## src/rtl/gtg_pkg.sv

```systemverilog
// Shared types, constants and the arctangent table of the go-to-goal controller.
package gtg_pkg;

  localparam int unsigned CFG_IDX_W = 3;

  typedef enum logic [CFG_IDX_W-1:0] {
    REG_GOAL_X     = 3'd0,
    REG_GOAL_Y     = 3'd1,
    REG_TOLERANCE  = 3'd2,
    REG_DIST_GAIN  = 3'd3,
    REG_ANGLE_GAIN = 3'd4,
    REG_SPEED_LIM  = 3'd5,
    REG_TURN_LIM   = 3'd6,
    REG_RAMP_STEPS = 3'd7
  } reg_idx_t;

  localparam logic signed [35:0] PI_Q30      = 36'sd3373259426;
  localparam logic signed [35:0] TWO_PI_Q30  = 36'sd6746518852;
  localparam logic signed [35:0] HALF_PI_Q30 = 36'sd1686629713;

  typedef struct packed {
    logic       load;
    logic       sq_x;
    logic       sq_y;
    logic       root;
    logic [4:0] step;
    logic       distance;
    logic       speed;
    logic       clamp;
    logic       div;
    logic       err;
    logic       ang;
    logic       finish;
  } dp_cmd_t;

  typedef struct packed {
    logic arrived;
    logic ramp;
  } dp_status_t;

  function automatic logic [29:0] atan_q30(input logic [4:0] i);
    logic [29:0] r;
    case (i)
      5'd0:  r = 30'd843314857;
      5'd1:  r = 30'd497837829;
      5'd2:  r = 30'd263043837;
      5'd3:  r = 30'd133525159;
      5'd4:  r = 30'd67021688;
      5'd5:  r = 30'd33543516;
      5'd6:  r = 30'd16775851;
      5'd7:  r = 30'd8388437;
      5'd8:  r = 30'd4194283;
      5'd9:  r = 30'd2097149;
      5'd10: r = 30'd1048576;
      5'd11: r = 30'd524288;
      5'd12: r = 30'd262144;
      5'd13: r = 30'd131072;
      5'd14: r = 30'd65536;
      5'd15: r = 30'd32768;
      5'd16: r = 30'd16384;
      5'd17: r = 30'd8192;
      5'd18: r = 30'd4096;
      5'd19: r = 30'd2048;
      5'd20: r = 30'd1024;
      5'd21: r = 30'd512;
      5'd22: r = 30'd256;
      5'd23: r = 30'd128;
      5'd24: r = 30'd64;
      5'd25: r = 30'd32;
      5'd26: r = 30'd16;
      5'd27: r = 30'd8;
      5'd28: r = 30'd4;
      5'd29: r = 30'd2;
      5'd30: r = 30'd1;
      default: r = 30'd0;
    endcase
    return r;
  endfunction

endpackage

```

## src/rtl/gtg_ctrl.sv

```systemverilog
// Sequencer that steps the controller datapath through one pose sample.
module gtg_ctrl (
  input  logic               clk,
  input  logic               rst,
  input  logic               in_valid,
  output logic               in_ready,
  input  logic               out_free,
  input  gtg_pkg::dp_status_t status,
  output gtg_pkg::dp_cmd_t   cmd
);
  import gtg_pkg::*;

  typedef enum logic [10:0] {
    S_IDLE  = 11'b00000000001,
    S_SQX   = 11'b00000000010,
    S_SQY   = 11'b00000000100,
    S_ROOT  = 11'b00000001000,
    S_DIST  = 11'b00000010000,
    S_SPEED = 11'b00000100000,
    S_CLAMP = 11'b00001000000,
    S_DIV   = 11'b00010000000,
    S_ERR   = 11'b00100000000,
    S_ANG   = 11'b01000000000,
    S_OUT   = 11'b10000000000
  } state_t;

  state_t     state, state_next;
  logic [4:0] cnt, cnt_next;

  always_ff @(posedge clk) begin
    if (rst) begin
      state <= S_IDLE;
      cnt   <= '0;
    end else begin
      state <= state_next;
      cnt   <= cnt_next;
    end
  end

  assign in_ready = (state == S_IDLE);

  always_comb begin
    state_next = state;
    cnt_next   = cnt;
    cmd        = '0;
    cmd.step   = cnt;
    case (state)
      S_IDLE: begin
        if (in_valid) begin
          cmd.load   = 1'b1;
          state_next = S_SQX;
        end
      end
      S_SQX: begin
        cmd.sq_x   = 1'b1;
        state_next = S_SQY;
      end
      S_SQY: begin
        cmd.sq_y   = 1'b1;
        cnt_next   = '0;
        state_next = S_ROOT;
      end
      S_ROOT: begin
        cmd.root = 1'b1;
        cnt_next = cnt + 5'd1;
        if (cnt == 5'd31) begin
          state_next = S_DIST;
        end
      end
      S_DIST: begin
        cmd.distance = 1'b1;
        state_next   = S_SPEED;
      end
      S_SPEED: begin
        if (status.arrived) begin
          state_next = S_OUT;
        end else begin
          cmd.speed  = 1'b1;
          state_next = S_CLAMP;
        end
      end
      S_CLAMP: begin
        cmd.clamp = 1'b1;
        cnt_next  = '0;
        if (status.ramp) begin
          state_next = S_DIV;
        end else begin
          state_next = S_ERR;
        end
      end
      S_DIV: begin
        cmd.div  = 1'b1;
        cnt_next = cnt + 5'd1;
        if (cnt == 5'd30) begin
          state_next = S_ERR;
        end
      end
      S_ERR: begin
        cmd.err    = 1'b1;
        state_next = S_ANG;
      end
      S_ANG: begin
        cmd.ang    = 1'b1;
        state_next = S_OUT;
      end
      S_OUT: begin
        if (out_free) begin
          cmd.finish = 1'b1;
          state_next = S_IDLE;
        end
      end
      default: state_next = S_IDLE;
    endcase
  end

endmodule

```

## config.mk

```make
export PLATFORM = sky130hd
export DESIGN_NAME = gtg_ctrl
export DESIGN_NICKNAME = d
export VERILOG_FILES = /design/src/rtl/gtg_pkg.sv /design/src/rtl/gtg_ctrl.sv
export SDC_FILE = /design/constraint.sdc
export NUM_CORES = 1
export LEC_CHECK = 0
export ABC_AREA = 1
export BUFFER_PORTS_ARGS = -buffer_cell sky130_fd_sc_hd__buf_2
export CAP_MARGIN = 25
export CORE_MARGIN = 5
export CORE_UTILIZATION = 33
export CTS_BUF_LIST = sky130_fd_sc_hd__clkbuf_4
export DETAILED_ROUTE_END_ITERATION = 8
export GPL_TIMING_DRIVEN = 0
export HOLD_SLACK_MARGIN = 0.1
export MAX_ROUTING_LAYER = met4
export SKIP_LAST_GASP = 1
export SLEW_MARGIN = 15
export SYNTH_ARGS = -nofsm -noshare
export SYNTH_HDL_FRONTEND = slang
export SYNTH_SLANG_ARGS = --single-unit
export TNS_END_PERCENT = 30
```

## constraint.sdc

```tcl
create_clock -name clk -period 1.7 [get_ports clk]
set_input_delay 0.255 -clock clk [delete_from_list [all_inputs] [get_ports clk]]
set_output_delay 0.255 -clock clk [all_outputs]
set_load 0.005 [all_outputs]
```

# Word level (Yosys, flattened, before mapping)

Index checks and enable logic that the tools add are counted.

Register bits: 16
Input bits: 6
Output and inout bits: 17
Logic and storage cells: 46

Add/subtract/negate cells: 1
Eq/ne operators: 17
Multiplexer cells: 22
Reduce and logical (&&, ||, !) cells: 4

Operators by type and width:

| cell                 | number |
|---|---|
| $pmux 11 s11         | 1 |
| $mux 11              | 5 |
| $mux 1               | 14 |
| $eq 11x1->1 const B  | 1 |
| $eq 11x10->1 const B | 1 |
| $eq 11x11->1 const B | 1 |
| $eq 11x2->1 const B  | 1 |
| $eq 11x3->1 const B  | 1 |
| $eq 11x4->1 const B  | 1 |
| $eq 11x5->1 const B  | 1 |
| $eq 11x6->1 const B  | 1 |
| $eq 11x7->1 const B  | 1 |
| $eq 11x8->1 const B  | 1 |
| $eq 11x9->1 const B  | 1 |
| $eq 5x5->1 const B   | 2 |
| $pmux 5 s2           | 1 |
| $mux 9               | 1 |
| $ne 2x2->1 const B   | 4 |
| $add 5x1->5 const B  | 1 |
| $reduce_and 4->1     | 1 |
| $reduce_or 2->1      | 2 |
| $reduce_bool 2->1    | 1 |

# Logic depth before layout (Yosys ltp)

Gate-level depths: netlist of run 1.

Depth after elaboration: 3
Mapped depth: 10
Mapped depth without buffers: 10

# Least setup slack after synthesis of run 1

OpenSTA, ideal clock, no wires.

Kind: register -> register
From: register cnt[1]
To: register state[3]
Setup time: 0.113 ns
Arrival: 1.403 ns
Required time: 1.587 ns
Slack: 0.185 ns
Stages on the path, launching flop included: 11
Path buffers: 0
Period minus slack after synthesis: 1.515 ns
Cells stage by stage: dfxtp_1 ha_1 and3_1 ha_1 inv_1 nand3_1 nand2_2 nor2_4 clkinv_2 nor2_1 nor2_1

Longest elaborated chain between the ends: 3
Elaborated cells on any way between the ends: 5
Classes of those cells: eq/ne (4); reduce/logical (1)

RTL lines:

| item                           | RTL line                       | source |
|---|---|---|
| start, declared                | gtg_ctrl.sv:28                 | `logic [4:0] cnt, cnt_next;` |
| start signal, assigned         | gtg_ctrl.sv:36                 | `cnt <= cnt_next;` |
| $eq 5x5->1 (on tied branches)  | gtg_ctrl.sv:94, gtg_ctrl.sv:66 |  |
| $ne 2x2->1 (no line)           | -                              |  |
| $reduce_and 4->1 (no line) (*) | -                              |  |
| end signal, assigned           | gtg_ctrl.sv:35                 | `state <= state_next;` |
| end, declared                  | gtg_ctrl.sv:27                 | `state_t state, state_next;` |

Mark *: on every way between the ends. The rest lies on a longest branch, timed or not.
A chain may end at the register's enable or synchronous reset.

==> results of run 1 <==
[where the power goes]
| group | internal [mW] | total, mW | switching, mW |
|---|---|---|---|
| logic | 0.320 | 0.749 | 0.429 |
| clock network | 0.0823 | 0.204 | 0.121 |
| registers | 0.426 | 0.471 | 0.0453 |
| total | 0.828 | 1.42 | 0.596 |
[per-stage QoR]
step | hold slack, ns | cells
finish | 0.2152 | 248
global route | 0.2017 | 248
CTS | 0.2128 | 241
detailed placement | 0.4982 | 237
global placement | 0.4984 | 237
floorplan | 0.3241 | 171
[cells in the mapped netlist]
library cell  count
nand2_1          49
inv_1            38
nor2_1           23
dfxtp_1          16
nand3_1          13
a21oi_1           7
ha_1              3
nor2_4            3
o21ai_0           3
nand2_2           2
nand3_2           2
nand4_1           2
nor2_2            2
nor3_1            2
xor2_1            2
and3_1            1
clkinv_1          1
clkinv_2          1
nand2_4           1
[cell type report]
type                    count  area (um^2)
fillers                   321         1694
multi-input cells         115        606.8
flip-flops and latches     16        327.8
repair buffers             30        170.2
inverters                  40        151.4
well taps                  44        55.05
clock buffers               3        22.52
[state kept, by name, indices dropped and copies added, names as in the netlist]
register,flops
cnt,5
state,11
[cells by family after synthesis]
kind of cell | after synthesis | synth area share, %
compound gates | 10 | 4.854
xor+xnor | 2 | 1.699
fa+ha+maj | 3 | 3.641
buf+inv | 40 | 14.68
flops | 16 | 31.07
simple gates | 100 | 44.05
[final timing paths]
path,start,endpoint,slack [ns],cells after the start
worst min-delay path,rst,cnt[3],0.22,2
worst max-delay path,state[10],cmd[5],0.08,6
worst min register to register,cnt[0],cnt[0],0.50,2
worst max register to register,cnt[0],state[8],0.12,10
[per-layer routing]
| metal | global-route usage (%) | vias up |
|---|---|---|
| met5 | - | - |
| met3 | 4.422 | 2 |
| li1 | - | 582 |
| met2 | 19.15 | 19 |
| met4 | 3.886 | 0 |
| met1 | 14.71 | 456 |
[timing repair]
action | 4_1_cts | 5_1_grt
buffers inserted | 1 | 7
gates resized for setup | 1 | 21
gates cloned | 0 | 0
endpoints found under the setup margin | 3 | 22
pin swaps | 1 | 10
==> impl_metrics.tcl, run 1 <==
set metrics [dict create \
    num_rows 20 \
    crit_required_ns 1.44 \
    yosys.area.top_type_share_pct 31.07 \
    route.met2.wl_um 1122 \
    fin_tns_setup_ns 0 \
    place_ws_ns 0.02219 \
    synth_top_area_cell "dfxtp_1" \
    period_share_pct 95.41 \
    dieArea_mm2 0.004342 \
    grt_use_total_pct 12.28 \
    grt_pass1_wl_um 3988 \
    drtPass1Iterations 4 \
    syn_area_mm2 0.001031 \
    final_common_cell "nand2_1" \
    top_layer "met4" \
    ys_ff_latch 16 \
    io_buffer_count 22 \
    clock_skew_ns 0.005955 \
    rsz0062_at_grt "true" \
    setup.worst_path.start_class "flop" \
    diodes 0 \
    antenna_found_initial 0 \
    tightest_slew_ns 0.3066 \
    fp.coreArea_mm2 0.003028 \
    io_pins 23 \
    areaGrowthSynthToFinish_pct 29.37 \
    die_w_um 65.90 \
    endpoint_kind "output port" \
    clk_latency_ns 0.29 \
    cts_sinks 16 \
    max_freq_ghz 0.6166 \
    arrival_ns 1.37 \
    htreeDepth 1 \
    netlist-cell-type-count 19 \
    hold_violations 0 \
    gp_congestion 0.8622 \
    critPathKind "flop to output port" \
    grt_max_degree 11 \
    vias 1059 \
    critical_path.max_stage_delay_ns 0.36 \
    wirelength_um 2427 \
    critPathSlowestCell "dfxtp_2" \
    irDropWorstVdd_mv 0.3946 \
    finalSetupViolCount 0 \
    syn_avg_cell_area_um2 6.029 \
    nets 215 \
    status "complete, no violations" \
    relSlewSlack_pct 79.43 \
    report.power.total_mw 1.424 \
    hp-class "primary input to flop" \
    drive_above_1_share_pct 30.39 \
    fin_crit_ns 1.622 \
    synth.area.top_cells "dfxtp_1 31%, nand2_1 18%, inv_1 14%" \
    ctsRootBufferMaster "clkbuf_4" \
    dr_wl_met3_um 136 \
    cp_max_fo 6 \
    dpl_cell_area_mm2 0.001196 \
    cp.buffers_inverters 1 \
    crit_family "simple AND/OR/NAND/NOR gates" \
    drtAntennaViolNets 0 \
    drv_slew 0 \
    post_drt_wl_per_cell_um 9.786 \
    p_per_area_mw_per_mm2 1067 \
    place.detailed.hpwl_um 1821 \
    critPathMostFrequentCell "nor2_4" \
    die_h_um 65.90 \
    cts_tree "done" \
    mappedNetlistNets 180 \
    ys_seq_area_share_pct 31.07 \
    syn_inst 171 \
    power_leakage_nw 0.8136 \
    first_iter_violations 30 \
    clock_path_buffers 2 \
    cts_hold_buf 0 \
    layout_setup_ws_ns 0.07811 \
    ys_warn_count 0 \
    drc 0 \
    grt_pass1_vias 945 \
    tritoncts.num_buffers 3 \
    grt.overflow.total 0 \
    most-common-layout-cells "42 x nand2_1, 37 x inv_1, 22 x buf_2" \
    crit_path_cell_trace "nor2_4, nand2_4, nor2_4, nand2_2, nor2_2, buf_2" \
    final_area_mm2 0.001334 \
    start_util_pct 34.05 \
    drv_cap 0 \
    path_clk_slew_ns 0.10 \
    fin_util_pct 44.05 \
    via_per_inst 4.270 \
    wl_met1_um 1149 \
]
Power figures use the tool's default switching activity.
==> run 2: changes to the inputs <==
==> constraint.sdc (replaced) <==
create_clock -name clk -period 1.6 [get_ports clk]
set_input_delay 0.24 -clock clk [delete_from_list [all_inputs] [get_ports clk]]
set_output_delay 0.24 -clock clk [all_outputs]
set_load 0.005 [all_outputs]
==> run 2 against run 1 <==
- the run now ends with negative setup slack left
- critical path depth stayed put
- die area unchanged
- clock skew fell by 0.00056 ns
- non-clock buffer count is 9 higher
- setup slack worse by 0.092 ns
- critical endpoint unchanged
==> impl_metrics.tcl, run 2 (same netlist as run 1, synthesis figures left out) <==
set metrics [dict create \
    status "finished with violations" \
    violations "negative setup slack" \
    most-common-layout-cells "40 x nand2_1, 37 x inv_1, 22 x buf_2" \
    place_ws_ns -0.07781 \
    largest-register "state" \
    diodes 0 \
    grt_pass1_vias 1016 \
    antenna_found_initial 0 \
    rsz0062_at_grt "true" \
    drv_cap 0 \
    final_area_mm2 0.001445 \
    cts_tree "done" \
    htreeDepth 1 \
    vias 1103 \
    nets 224 \
    dieArea_mm2 0.004342 \
    finalSetupViolCount 1 \
    areaGrowthSynthToFinish_pct 40.17 \
    drtAntennaViolNets 0 \
    power_leakage_nw 0.8605 \
    fp.coreArea_mm2 0.003028 \
    max_freq_ghz 0.6196 \
    drive_above_1_share_pct 38.03 \
    report.power.total_mw 1.595 \
    num_rows 20 \
    path_clk_slew_ns 0.09 \
    holdWs_ns 0.1939 \
    grt_use_total_pct 12.97 \
    layout_setup_ws_ns -0.01393 \
    wirelength_um 2544 \
    drc 0 \
    io_pins 23 \
    fin_tns_setup_ns -0.01393 \
    via_per_inst 4.292 \
    endpoint_kind "output port" \
    relSlewSlack_pct 79.69 \
    hp-class "primary input to flop" \
    dp.cells 237 \
    grt.overflow.total 0 \
    fin_crit_ns 1.614 \
    post_drt_wl_per_cell_um 9.899 \
    drv_slew 0 \
    arrival_ns 1.37 \
    start_util_pct 34.05 \
    final_common_cell "nand2_1" \
    dpl_cell_area_mm2 0.001196 \
    die_w_um 65.90 \
    critPathKind "flop to output port" \
    tritoncts.num_buffers 3 \
    p_per_area_mw_per_mm2 1104 \
    ctsRootBufferMaster "clkbuf_4" \
    final-instance-count-excl-fill 257 \
    grt_pass1_wl_um 4243 \
    setup.worst_path.start_class "flop" \
    tightest_slew_ns 0.3027 \
    io_buffer_count 22 \
    clk_latency_ns 0.29 \
    irDropWorstVdd_mv 0.4213 \
    fin_util_pct 47.73 \
    period_share_pct 100.9 \
    cts_sinks 16 \
    gp_congestion 0.8622 \
    first_iter_violations 27 \
    clock_path_buffers 2 \
    crit_required_ns 1.36 \
    drtPass1Iterations 4 \
    largest_register_ffs 11 \
    hold_violations 0 \
    clock_skew_ns 0.005398 \
    cp_max_fo 6 \
    reg.largest.list "state x11, cnt x5" \
    grt_max_degree 11 \
    die_h_um 65.90 \
    place.detailed.hpwl_um 1821 \
]
run 2: cell types whose count changed in the layout (fill, tap and decap cells not counted), sizes merged:
cell / before / now
buf: 30 / 39
run 2: timing repair:
action / 4_1_cts / 5_1_grt
pin swaps: 4 / 9
gates resized for setup: 7 / 30
setup buffers: 11 / 6
endpoints found under the setup margin: 18 / 22
hold buffers: 0 / 0
run 2: final cells by class:
class	count	area [um^2]
fillers	314	1583
well taps	44	55.05
multi-input cells	115	634.4
repair buffers	39	241.5
clock buffers	3	22.52
flip-flops and latches	16	340.3
inverters	40	151.4
run 2: worst paths after layout:
path | startpoint | endpoint | slack, ns | cells past startpoint
min reg2reg | cnt[4] | cnt[4] | 0.51 | 2
max reg2reg | state[10] | state[6] | 0.02 | 12
max | state[10] | cmd[5] | -0.01 | 6
min | status[0] | state[7] | 0.19 | 3
run 2: where the power goes:
part / total, mW / switching, mW / internal [mW]
clock: 0.213 / 0.126 / 0.0876
combinational: 0.877 / 0.476 / 0.402
sequential: 0.504 / 0.0514 / 0.453
total: 1.60 / 0.653 / 0.942
run 2: per-layer routing:
layer / GRT usage [%] / share of wire, % / vias up
li1: - / - / 598
met5: - / 0 / -
met1: 15.23 / 46 / 480
met4: 3.109 / 1.0 / 0
met2: 21.28 / 48 / 21
met3: 4.422 / 5.4 / 4
run 2: critical path, cell delays in order, from the launching register on:
cell and delay [ns]:
dfxtp_4 0.37, nor2_4 0.11, nand2_4 0.08, nor2_4 0.21, nand2_2 0.09, nor2_2 0.10, buf_2 0.12
